[src/rtl/adc_two_wire_serial_controller_core_macros.svh]
// Assertion macros used by the converter link controller RTL.
`ifndef ADC_TWO_WIRE_SERIAL_CONTROLLER_CORE_MACROS_SVH
`define ADC_TWO_WIRE_SERIAL_CONTROLLER_CORE_MACROS_SVH

// Same-cycle implication, sampled on clk, off during reset.
`define ADCTW_ASSERT(label, ante, cons) \
    label: assert property (@(posedge clk) disable iff (!rst_n) (ante) |-> (cons)) \
        else $error("adctw assertion failed");

// Next-cycle implication, sampled on clk, off during reset.
`define ADCTW_ASSERT_NEXT(label, ante, cons) \
    label: assert property (@(posedge clk) disable iff (!rst_n) (ante) |=> (cons)) \
        else $error("adctw assertion failed");

`endif

[src/rtl/adctw_pkg.sv]
// Types and constants for the two-wire converter link controller.
package adctw_pkg;

    localparam int FUNC_W    = 3;
    localparam int DATA_W    = 8;
    localparam int STATUS_W  = 2;
    localparam int SAMPLE_W  = 24;
    localparam int SUM_W     = 64;
    localparam int COUNT_W   = 32;
    localparam int HALF_W    = 16;
    localparam int TIMEOUT_W = 32;
    localparam int TIMER_W   = 32;
    localparam int PULSE_W   = 6;
    localparam int CMD_W     = 7;
    localparam int CFG_IDX_W = 2;
    localparam int CFG_DATA_W = 32;

    localparam logic [FUNC_W-1:0] FUNC_TICK  = 3'd0;
    localparam logic [FUNC_W-1:0] FUNC_READ  = 3'd1;
    localparam logic [FUNC_W-1:0] FUNC_WRITE = 3'd2;
    localparam logic [FUNC_W-1:0] FUNC_REGRD = 3'd3;
    localparam logic [FUNC_W-1:0] FUNC_CLEAR = 3'd4;

    localparam logic [STATUS_W-1:0] ST_OK        = 2'd0;
    localparam logic [STATUS_W-1:0] ST_NOT_READY = 2'd1;
    localparam logic [STATUS_W-1:0] ST_TIMEOUT   = 2'd2;

    localparam logic [CFG_IDX_W-1:0] CFG_HALF    = 2'd0;
    localparam logic [CFG_IDX_W-1:0] CFG_TIMEOUT = 2'd1;
    localparam logic [CFG_IDX_W-1:0] CFG_INVERT  = 2'd2;

    localparam logic [CMD_W-1:0] CMD_WR = 7'h65;
    localparam logic [CMD_W-1:0] CMD_RD = 7'h56;

    // pulse slots of a register access
    localparam logic [PULSE_W-1:0] CMD_FIRST  = 6'd29;
    localparam logic [PULSE_W-1:0] CMD_LAST   = 6'd35;
    localparam logic [PULSE_W-1:0] DATA_FIRST = 6'd37;
    localparam logic [PULSE_W-1:0] DATA_LAST  = 6'd44;
    localparam logic [PULSE_W-1:0] REG_END    = 6'd45;

    localparam int TRAIL_PULSES = 3;
    localparam int EXTRA_LIMIT  = 8;

    localparam logic [HALF_W-1:0]    HALF_RESET    = 16'd50;
    localparam logic [TIMEOUT_W-1:0] TIMEOUT_RESET = 32'd50000000;

    typedef enum logic [1:0] {
        PH_IDLE,
        PH_READ,
        PH_WAIT,
        PH_REG
    } phase_t;

    typedef enum logic [1:0] {
        KIND_SAMPLE,
        KIND_WRITE,
        KIND_READ
    } kind_t;

    typedef struct packed {
        logic                sck;
        logic                din;
        logic                busy;
        logic                done;
        logic [STATUS_W-1:0] status;
    } tick_t;

    typedef struct packed {
        logic             add;
        logic             clear;
        logic [SUM_W-1:0] value;
    } stat_evt_t;

endpackage

[src/rtl/adctw_stats.sv]
// Sample statistics: wrapping sum and counts.
module adctw_stats (
    input  logic                      clk,
    input  logic                      rst_n,
    input  logic                      step,
    input  adctw_pkg::stat_evt_t      evt,
    output logic [adctw_pkg::SUM_W-1:0]   sample_sum,
    output logic [adctw_pkg::COUNT_W-1:0] sample_count,
    output logic [adctw_pkg::COUNT_W-1:0] sample_total
);
    import adctw_pkg::*;

    logic [SUM_W-1:0]   sum_reg, sum_next;
    logic [COUNT_W-1:0] count_reg, count_next;
    logic [COUNT_W-1:0] total_reg, total_next;

    always_comb
    begin
        sum_next   = sum_reg;
        count_next = count_reg;
        total_next = total_reg;
        if (evt.clear)
        begin
            sum_next   = '0;
            count_next = '0;
        end
        else if (evt.add)
        begin
            sum_next   = sum_reg + evt.value;
            count_next = count_reg + COUNT_W'(1);
            total_next = total_reg + COUNT_W'(1);
        end
    end

    always_ff @(posedge clk or negedge rst_n)
    begin
        if (!rst_n)
        begin
            sum_reg   <= '0;
            count_reg <= '0;
            total_reg <= '0;
        end
        else if (step)
        begin
            sum_reg   <= sum_next;
            count_reg <= count_next;
            total_reg <= total_next;
        end
    end

    assign sample_sum   = sum_reg;
    assign sample_count = count_reg;
    assign sample_total = total_reg;

endmodule

[src/rtl/adctw_ctrl.sv]
// Command sequencer: pulse timing, bit shifting and per-tick pin levels.
`include "adc_two_wire_serial_controller_core_macros.svh"

module adctw_ctrl #(
    parameter int SAMPLE_BITS = 24
) (
    input  logic                              clk,
    input  logic                              rst_n,
    input  logic                              step,
    input  logic [adctw_pkg::FUNC_W-1:0]      func,
    input  logic [adctw_pkg::DATA_W-1:0]      config_data,
    input  logic                              dout_level,
    input  logic [adctw_pkg::HALF_W-1:0]      half_period,
    input  logic [adctw_pkg::TIMEOUT_W-1:0]   timeout,
    input  logic                              din_invert,
    output adctw_pkg::tick_t                  tick,
    output adctw_pkg::stat_evt_t              evt,
    output logic [adctw_pkg::SAMPLE_W-1:0]    sample,
    output logic [adctw_pkg::DATA_W-1:0]      reg_readback
);
    import adctw_pkg::*;

    localparam logic [PULSE_W-1:0] TRAIL_START = PULSE_W'(SAMPLE_BITS + TRAIL_PULSES);
    localparam logic [PULSE_W-1:0] TRAIL_END   = PULSE_W'(SAMPLE_BITS + EXTRA_LIMIT);
    localparam logic [PULSE_W-1:0] DATA_PULSES = PULSE_W'(SAMPLE_BITS);

    phase_t                  phase_reg, phase_next;
    kind_t                   kind_reg, kind_next;
    logic [PULSE_W-1:0]      pulse_reg, pulse_next;
    logic [TIMER_W-1:0]      timer_reg, timer_next;
    logic [SAMPLE_BITS-1:0]  shift_reg, shift_next;
    logic [DATA_W-1:0]       tx_reg, tx_next;
    logic [SAMPLE_W-1:0]     last_sample_reg, last_sample_next;
    logic [DATA_W-1:0]       readback_reg, readback_next;

    logic [HALF_W-1:0]       h_eff;
    logic [HALF_W:0]         twoh;
    logic [TIMER_W:0]        t1;
    logic [TIMER_W-1:0]      t1w;
    logic                    pulse_wrap;
    logic                    sck_hi;
    logic                    timer_zero;
    logic                    read_finish;
    logic                    reg_finish;
    logic                    wait_timeout;
    logic [TIMER_W-1:0]      adv_timer;
    logic [PULSE_W-1:0]      adv_pulse;
    logic [CMD_W-1:0]        cmd_word;
    logic [PULSE_W-1:0]      cmd_off;
    logic [PULSE_W-1:0]      data_off;
    logic [SUM_W-1:0]        sext;

    assign h_eff        = (half_period == '0) ? HALF_W'(1) : half_period;
    assign twoh         = {h_eff, 1'b0};
    assign t1           = {1'b0, timer_reg} + (TIMER_W+1)'(1);
    assign t1w          = t1[TIMER_W-1:0];
    assign pulse_wrap   = t1 >= (TIMER_W+1)'(twoh);
    assign sck_hi       = timer_reg < TIMER_W'(h_eff);
    assign timer_zero   = timer_reg == '0;
    assign read_finish  = timer_zero && (pulse_reg >= TRAIL_START)
                          && (dout_level || (pulse_reg >= TRAIL_END));
    assign reg_finish   = timer_zero && (pulse_reg >= REG_END);
    assign wait_timeout = t1w >= timeout;
    assign adv_timer    = pulse_wrap ? '0 : t1w;
    assign adv_pulse    = pulse_wrap ? pulse_reg + PULSE_W'(1) : pulse_reg;
    assign cmd_word     = (kind_reg == KIND_WRITE) ? CMD_WR : CMD_RD;
    assign cmd_off      = CMD_LAST - pulse_reg;
    assign data_off     = DATA_LAST - pulse_reg;
    assign sext         = {{(SUM_W-SAMPLE_BITS){shift_reg[SAMPLE_BITS-1]}}, shift_reg};

    // next phase
    always_comb
    begin
        phase_next = phase_reg;
        unique case (phase_reg)
            PH_IDLE:
            begin
                if (func == FUNC_READ && !dout_level)
                    phase_next = PH_READ;
                else if (func == FUNC_WRITE || func == FUNC_REGRD)
                    phase_next = PH_WAIT;
            end
            PH_READ:
            begin
                if (read_finish)
                    phase_next = PH_IDLE;
            end
            PH_WAIT:
            begin
                if (!dout_level)
                    phase_next = PH_REG;
                else if (wait_timeout)
                    phase_next = PH_IDLE;
            end
            PH_REG:
            begin
                if (reg_finish)
                    phase_next = PH_IDLE;
            end
            default: phase_next = PH_IDLE;
        endcase
    end

    // pin levels and datapath
    always_comb
    begin
        tick             = '0;
        evt              = '0;
        evt.value        = sext;
        kind_next        = kind_reg;
        pulse_next       = pulse_reg;
        timer_next       = timer_reg;
        shift_next       = shift_reg;
        tx_next          = tx_reg;
        last_sample_next = last_sample_reg;
        readback_next    = readback_reg;
        unique case (phase_reg)
            PH_IDLE:
            begin
                if (func == FUNC_READ)
                begin
                    if (dout_level)
                    begin
                        tick.done   = 1'b1;
                        tick.status = ST_NOT_READY;
                    end
                    else
                    begin
                        kind_next  = KIND_SAMPLE;
                        pulse_next = '0;
                        timer_next = '0;
                        shift_next = '0;
                    end
                end
                else if (func == FUNC_WRITE || func == FUNC_REGRD)
                begin
                    kind_next  = (func == FUNC_WRITE) ? KIND_WRITE : KIND_READ;
                    pulse_next = '0;
                    timer_next = '0;
                    tx_next    = (func == FUNC_WRITE) ? config_data : '0;
                end
                else if (func == FUNC_CLEAR)
                begin
                    evt.clear = 1'b1;
                    tick.done = 1'b1;
                end
            end
            PH_READ:
            begin
                if (read_finish)
                begin
                    last_sample_next = sext[SAMPLE_W-1:0];
                    evt.add          = 1'b1;
                    tick.done        = 1'b1;
                end
                else
                begin
                    tick.sck = sck_hi;
                    if (pulse_reg < DATA_PULSES && t1 == (TIMER_W+1)'(h_eff))
                        shift_next = {shift_reg[SAMPLE_BITS-2:0], dout_level};
                    timer_next = adv_timer;
                    pulse_next = adv_pulse;
                end
            end
            PH_WAIT:
            begin
                if (!dout_level)
                begin
                    timer_next = '0;
                    pulse_next = '0;
                end
                else
                begin
                    timer_next = t1w;
                    if (wait_timeout)
                    begin
                        tick.done   = 1'b1;
                        tick.status = ST_TIMEOUT;
                    end
                end
            end
            PH_REG:
            begin
                if (reg_finish)
                begin
                    if (kind_reg == KIND_READ)
                        readback_next = tx_reg;
                    tick.done = 1'b1;
                end
                else
                begin
                    tick.sck = sck_hi;
                    if (pulse_reg >= CMD_FIRST && pulse_reg <= CMD_LAST)
                        tick.din = cmd_word[cmd_off[2:0]] ^ din_invert;
                    else if (pulse_reg >= DATA_FIRST && pulse_reg <= DATA_LAST)
                    begin
                        if (kind_reg == KIND_WRITE)
                            tick.din = tx_reg[data_off[2:0]] ^ din_invert;
                        else if (pulse_wrap)
                            tx_next = {tx_reg[DATA_W-2:0], dout_level};
                    end
                    timer_next = adv_timer;
                    pulse_next = adv_pulse;
                end
            end
            default: tick = '0;
        endcase
        tick.busy = phase_next != PH_IDLE;
    end

    always_ff @(posedge clk or negedge rst_n)
    begin
        if (!rst_n)
        begin
            phase_reg       <= PH_IDLE;
            kind_reg        <= KIND_SAMPLE;
            pulse_reg       <= '0;
            timer_reg       <= '0;
            shift_reg       <= '0;
            tx_reg          <= '0;
            last_sample_reg <= '0;
            readback_reg    <= '0;
        end
        else if (step)
        begin
            phase_reg       <= phase_next;
            kind_reg        <= kind_next;
            pulse_reg       <= pulse_next;
            timer_reg       <= timer_next;
            shift_reg       <= shift_next;
            tx_reg          <= tx_next;
            last_sample_reg <= last_sample_next;
            readback_reg    <= readback_next;
        end
    end

    assign sample       = last_sample_reg;
    assign reg_readback = readback_reg;

    `ADCTW_ASSERT(a_done_ends_cmd, step && tick.done, !tick.busy)
    `ADCTW_ASSERT(a_status_only_on_done, step && tick.status != ST_OK, tick.done)
    `ADCTW_ASSERT(a_reg_pulse_bound, phase_reg == PH_REG, pulse_reg <= REG_END)
    `ADCTW_ASSERT_NEXT(a_stats_only_in_read, step && evt.add, phase_reg == PH_IDLE)

endmodule

[src/rtl/adc_two_wire_serial_controller_core.sv]
// Top level of the two-wire converter link controller: handshakes, config and result registers.
//
//  channel | direction | handshake           | words
//  in      | into core | in_valid / in_stall  | func, config_data, dout_level
//  out     | from core | out_valid / out_stall| pin levels, status, sample, stats
//  cfg     | into core | cfg_valid / cfg_ready| cfg_index, cfg_data
//
// One tick word is taken every cycle unless a stalled result holds the flow; its result is registered.
// Path: input register, one pass of sequencer logic, result register.
// Reset returns to idle with registers at 50, 50000000 and 1; no clearing pass.
// A stalled result holds the next word in the input register; further input stalls.
// Config is always ready and applies from the next tick.
module adc_two_wire_serial_controller_core #(
    parameter int SAMPLE_BITS = 24
) (
    input  logic                                clk,
    input  logic                                rst_n,
    input  logic                                in_valid,
    output logic                                in_stall,
    input  logic [adctw_pkg::FUNC_W-1:0]        func,
    input  logic [adctw_pkg::DATA_W-1:0]        config_data,
    input  logic                                dout_level,
    output logic                                out_valid,
    input  logic                                out_stall,
    output logic                                sck_level,
    output logic                                din_level,
    output logic                                busy_res,
    output logic                                done_res,
    output logic [adctw_pkg::STATUS_W-1:0]      status,
    output logic signed [adctw_pkg::SAMPLE_W-1:0] sample,
    output logic [adctw_pkg::DATA_W-1:0]        reg_readback,
    output logic signed [adctw_pkg::SUM_W-1:0]  sample_sum,
    output logic [adctw_pkg::COUNT_W-1:0]       sample_count,
    output logic [adctw_pkg::COUNT_W-1:0]       sample_total,
    input  logic                                cfg_valid,
    output logic                                cfg_ready,
    input  logic [adctw_pkg::CFG_IDX_W-1:0]     cfg_index,
    input  logic [adctw_pkg::CFG_DATA_W-1:0]    cfg_data
);
    import adctw_pkg::*;

    logic                  in_valid_reg;
    logic [FUNC_W-1:0]     func_reg;
    logic [DATA_W-1:0]     data_reg;
    logic                  dout_reg;
    logic                  out_valid_reg;
    tick_t                 tick_reg;
    tick_t                 tick_next;
    stat_evt_t             evt;
    logic                  step;
    logic                  in_take;
    logic [HALF_W-1:0]     half_reg;
    logic [TIMEOUT_W-1:0]  timeout_reg;
    logic                  invert_reg;
    logic [SAMPLE_W-1:0]   sample_raw;
    logic [SUM_W-1:0]      sum_raw;

    assign step      = in_valid_reg && (!out_valid_reg || !out_stall);
    assign in_stall  = in_valid_reg && !step;
    assign in_take   = in_valid && !in_stall;
    assign cfg_ready = 1'b1;

    always_ff @(posedge clk or negedge rst_n)
    begin
        if (!rst_n)
        begin
            half_reg    <= HALF_RESET;
            timeout_reg <= TIMEOUT_RESET;
            invert_reg  <= 1'b1;
        end
        else if (cfg_valid && cfg_ready)
        begin
            unique case (cfg_index)
                CFG_HALF:    half_reg    <= cfg_data[HALF_W-1:0];
                CFG_TIMEOUT: timeout_reg <= cfg_data[TIMEOUT_W-1:0];
                CFG_INVERT:  invert_reg  <= cfg_data[0];
                default:     half_reg    <= half_reg;
            endcase
        end
    end

    always_ff @(posedge clk or negedge rst_n)
    begin
        if (!rst_n)
        begin
            in_valid_reg  <= 1'b0;
            out_valid_reg <= 1'b0;
        end
        else
        begin
            if (in_take)
                in_valid_reg <= 1'b1;
            else if (step)
                in_valid_reg <= 1'b0;
            if (step)
                out_valid_reg <= 1'b1;
            else if (!out_stall)
                out_valid_reg <= 1'b0;
        end
    end

    always_ff @(posedge clk)
    begin
        if (in_take)
        begin
            func_reg <= func;
            data_reg <= config_data;
            dout_reg <= dout_level;
        end
        if (step)
            tick_reg <= tick_next;
    end

    adctw_ctrl #(
        .SAMPLE_BITS(SAMPLE_BITS)
    ) u_ctrl (
        .clk          (clk),
        .rst_n        (rst_n),
        .step         (step),
        .func         (func_reg),
        .config_data  (data_reg),
        .dout_level   (dout_reg),
        .half_period  (half_reg),
        .timeout      (timeout_reg),
        .din_invert   (invert_reg),
        .tick         (tick_next),
        .evt          (evt),
        .sample       (sample_raw),
        .reg_readback (reg_readback)
    );

    adctw_stats u_stats (
        .clk          (clk),
        .rst_n        (rst_n),
        .step         (step),
        .evt          (evt),
        .sample_sum   (sum_raw),
        .sample_count (sample_count),
        .sample_total (sample_total)
    );

    assign out_valid  = out_valid_reg;
    assign sck_level  = tick_reg.sck;
    assign din_level  = tick_reg.din;
    assign busy_res   = tick_reg.busy;
    assign done_res   = tick_reg.done;
    assign status     = tick_reg.status;
    assign sample     = $signed(sample_raw);
    assign sample_sum = $signed(sum_raw);

endmodule

[config.mk]
export PLATFORM = sky130hd
export DESIGN_NAME = adc_two_wire_serial_controller_core
export DESIGN_NICKNAME = d
export VERILOG_FILES = /design/src/rtl/adctw_pkg.sv /design/src/rtl/adctw_stats.sv /design/src/rtl/adctw_ctrl.sv /design/src/rtl/adc_two_wire_serial_controller_core.sv
export VERILOG_INCLUDE_DIRS = /design/src /design/src/rtl
export SDC_FILE = /design/constraint.sdc
export NUM_CORES = 1
export LEC_CHECK = 0
export ABC_AREA = 1
export BUFFER_PORTS_ARGS = -buffer_cell sky130_fd_sc_hd__buf_4
export CAP_MARGIN = 20
export CORE_MARGIN = 2
export CORE_UTILIZATION = 65
export CTS_BUF_LIST = sky130_fd_sc_hd__clkbuf_16
export CTS_CLUSTER_SIZE = 14
export DETAILED_ROUTE_END_ITERATION = 10
export PLACE_DENSITY = 0.88
export REMOVE_ABC_BUFFERS = 1
export SLEW_MARGIN = 10
export SYNTH_ARGS = -nofsm -noshare
export SYNTH_HDL_FRONTEND = slang
export SYNTH_HIERARCHICAL = 1
export SYNTH_SLANG_ARGS = --single-unit
[constraint.sdc]
create_clock -name clk -period 9.16 [get_ports clk]
set_input_delay 2.29 -clock clk [delete_from_list [all_inputs] [get_ports clk]]
set_output_delay 2.29 -clock clk [all_outputs]
set_load 0.01 [all_outputs]
==> flow_metrics.env <==
export IMPL_critPathMaxStageDelay_ns=0.14
export IMPL_grt_first_pass_wirelength_microns=113000
export IMPL_postCtsSetupBuffers=0
export IMPL_die_h_microns=191
export IMPL_worstSetupPathType="input port to primary output"
export IMPL_place_congestion=0.999
export IMPL_cts_buffers=35
export IMPL_peakVddDrop_mv=0.201
export IMPL_holdWs_ns=0.469
export IMPL_fin_skew_ns=0.0228
export IMPL_cts_resized=0
export IMPL_die_area_sq_um=36500
export IMPL_layout_nets=3810
export IMPL_crit_chain="buf_4 -> nand2_1 -> inv_1 -> nand2_1 -> inv_1 -> buf_4"
export IMPL_synth_seq_cells=303
export IMPL_overflow=0
export IMPL_place_area_sq_um=24300
export IMPL_layout_setup_ws_ns=4.04
export IMPL_grt_max_degree=90
export IMPL_cts_sinks=303
export IMPL_track_usage_pct=38.9
export IMPL_hpwl_microns=53200
export IMPL_seq_area_frac_synth_pct=33.9
export IMPL_drive_above_1_share_pct=9.92
export IMPL_grt_use_met1_pct=47.6
export IMPL_holdPathStages=2
export IMPL_fillCellCount=2734
export IMPL_rsz0062_at_grt="false"
export IMPL_die_x_microns=191
export IMPL_row_count=68
export IMPL_seq_area_sq_um=7690
export IMPL_antenna_found_initial=0
export IMPL_cts_max_level=2
export IMPL_period_share_pct=55.9
export IMPL_finalSetupTns_ns=0
export IMPL_yosysUniqueCellTypes=59
export IMPL_vias=23600
export IMPL_hold_class="flip-flop to flip-flop"
export IMPL_cts_root_buf="clkbuf_16"
export IMPL_maxCapViolCount=0
export IMPL_min_from="timeout_reg[15]"
export IMPL_crit_slowest_cell="buf_4"
export IMPL_fin_crit_ns=5.12
export IMPL_synth_common_cells="nand2_1 (1279), inv_1 (570), nor2_1 (290)"
export IMPL_grt_busiest_layer="met2"
export IMPL_dpl_cell_count=4041
export IMPL_synth_cells=3470
export IMPL_synth_ff_type="dfrtp_1"
export IMPL_start_util_pct=65.9
export IMPL_cp_required_ns=6.87
export IMPL_leakage_nw=14.5
export IMPL_path_clk_slew_ns=0.06
export IMPL_holdPathEnd="timeout_reg[15]"
export IMPL_largest_reg_flops=64
export IMPL_r2r_start="u_ctrl/timer_reg[0]"
export IMPL_synth_edf_count=18
export IMPL_arrival_ns=2.83
export IMPL_fin_util_pct=74.2
export IMPL_slew_viol_final=0
export IMPL_drt_iter0_drc=2200
export IMPL_async_flop_share_pct=94.1
export IMPL_setup_viol=0
export IMPL_drc_errors=0
export IMPL_tightestPinTransition_ns=1.14
export IMPL_grt_pass1_vias=22700
export IMPL_r2r_slack_ns=4.70
export IMPL_ys_warn_count=6
export IMPL_fmax_ghz=0.195
export IMPL_cp_start_kind="input port"
export IMPL_clockBufferDepth=3
export IMPL_power_density_nw_per_um2=148
export IMPL_avgSynthCellArea_sq_um=6.55
export IMPL_cp_end_kind="primary output"
export IMPL_design_area_sq_um=25600
export IMPL_drt_wl_total_microns=71500
export IMPL_port_buffers=218
export IMPL_hold_viol=0
export IMPL_vias_per_cell=5.75
export IMPL_power_mw=3.78
export IMPL_crit_fanout=3
export IMPL_cts_tree="built"
export IMPL_synth_most_common_cell="nand2_1"
export IMPL_ff2ff_path_depth=16
export IMPL_multiInputGateArea_sq_um=12200
export IMPL_grt_use_met2_pct=65.6
export IMPL_maxSlewHeadroom_pct=24.2
export IMPL_outcome="finished, final reports clean"
export IMPL_io_pins=220
export IMPL_wire_per_inst_microns=17.4
export IMPL_ant_nets=0
export IMPL_r2r_end="u_stats/sample_total[29]"
export IMPL_final_cells=4105
export IMPL_synth_top_area_cell="dfrtp_1"
export IMPL_synth_top_cell_area_share_pct=29.6
export IMPL_clkLatencyLatePin_ns=0.57
export IMPL_syn_area_sq_um=22700
export IMPL_first_pass_iters=7
export IMPL_place_ws_ns=3.91
export IMPL_syn_to_final_growth_pct=12.6
export IMPL_grt_use_met3_pct=5.84
export IMPL_coreArea_sq_um=34500
export IMPL_antenna_cells=0
export IMPL_synth_area_leaders="dfrtp_1 (30%), nand2_1 (21%), inv_1 (9.4%)"
export IMPL_ctsHoldBuffers=0
worst max-delay path by stage:
stage                    from                        to  slack [ns]  cells past startpoint
CTS                 out_stall                  in_stall        4.04                      6
finish              out_stall                  in_stall        4.04                      6
global route        out_stall                  in_stall        4.00                      6
global placement    out_stall  u_stats/sample_total[29]        4.03                     13
detailed placement  out_stall  u_stats/sample_total[29]        3.91                     13
floorplan           out_stall  u_stats/sample_total[29]        4.22                     10
area by class of cell:
cell class,count,area share (%)
multi-input cells,2478,47.6
flip-flops and latches,303,30.1
inverters,576,8.45
repair buffers,230,6.94
clock buffers,36,3.52
well taps,455,2.23
clock inverters,27,1.19
routing by layer:
| metal | routed length [microns] | part of all wire, % |
|---|---|---|
| met1 | 27600 | 39 |
| met2 | 34000 | 48 |
| met3 | 5720 | 8.0 |
| met4 | 4260 | 6.0 |
| met5 | 0 | 0 |
worst max-delay path: cells and delay by family:
| kind | cells | cell delay (ns) |
|---|---|---|
| buffers and inverters | 4 | 0.37 |
| AND/OR/NAND/NOR | 2 | 0.17 |
kinds of logic after synthesis:
group / after synthesis / synth area share [%]
adder cells (fa/ha/maj): 135 / 7.47
multiplexers: 2 / 0.0991
buffers and inverters: 689 / 12.6
other: 1 / 0.0165
XOR/XNOR: 52 / 2.22
AO/OA/AOI/OAI: 290 / 6.95
flip-flops: 303 / 33.9
AND/OR/NAND/NOR: 1998 / 36.8
cell usage in the layout, fill, tap and decap left out, types with 5 or more instances in the layout:
cell	n
clkinv_2	6
edfxtp_1	18
buf_4	227
bufinv_16	6
or2_2	6
o211ai_1	5
inv_1	575
nand2_2	10
a31oi_1	17
nor3_1	37
nor2_1	289
o22ai_1	5
nand3_1	234
a22oi_1	6
xor2_1	30
dfstp_2	16
a21oi_1	110
o21ai_1	8
nand4_1	84
o21ai_0	117
nand3b_1	5
dfrtp_1	269
inv_2	5
nand2_1	1279
nor4_1	12
nor2_2	11
ha_1	134
clkbuf_16	36
nor2_4	8
xnor2_1	18
power by group:
part / internal, mW / switching (mW) / total [mW]
Clock: 0.890 / 0.620 / 1.51
Combinational: 0.232 / 0.486 / 0.718
Sequential: 1.45 / 0.107 / 1.56
Total: 2.57 / 1.21 / 3.78
Note: power is estimated with default switching activity, not from simulation.
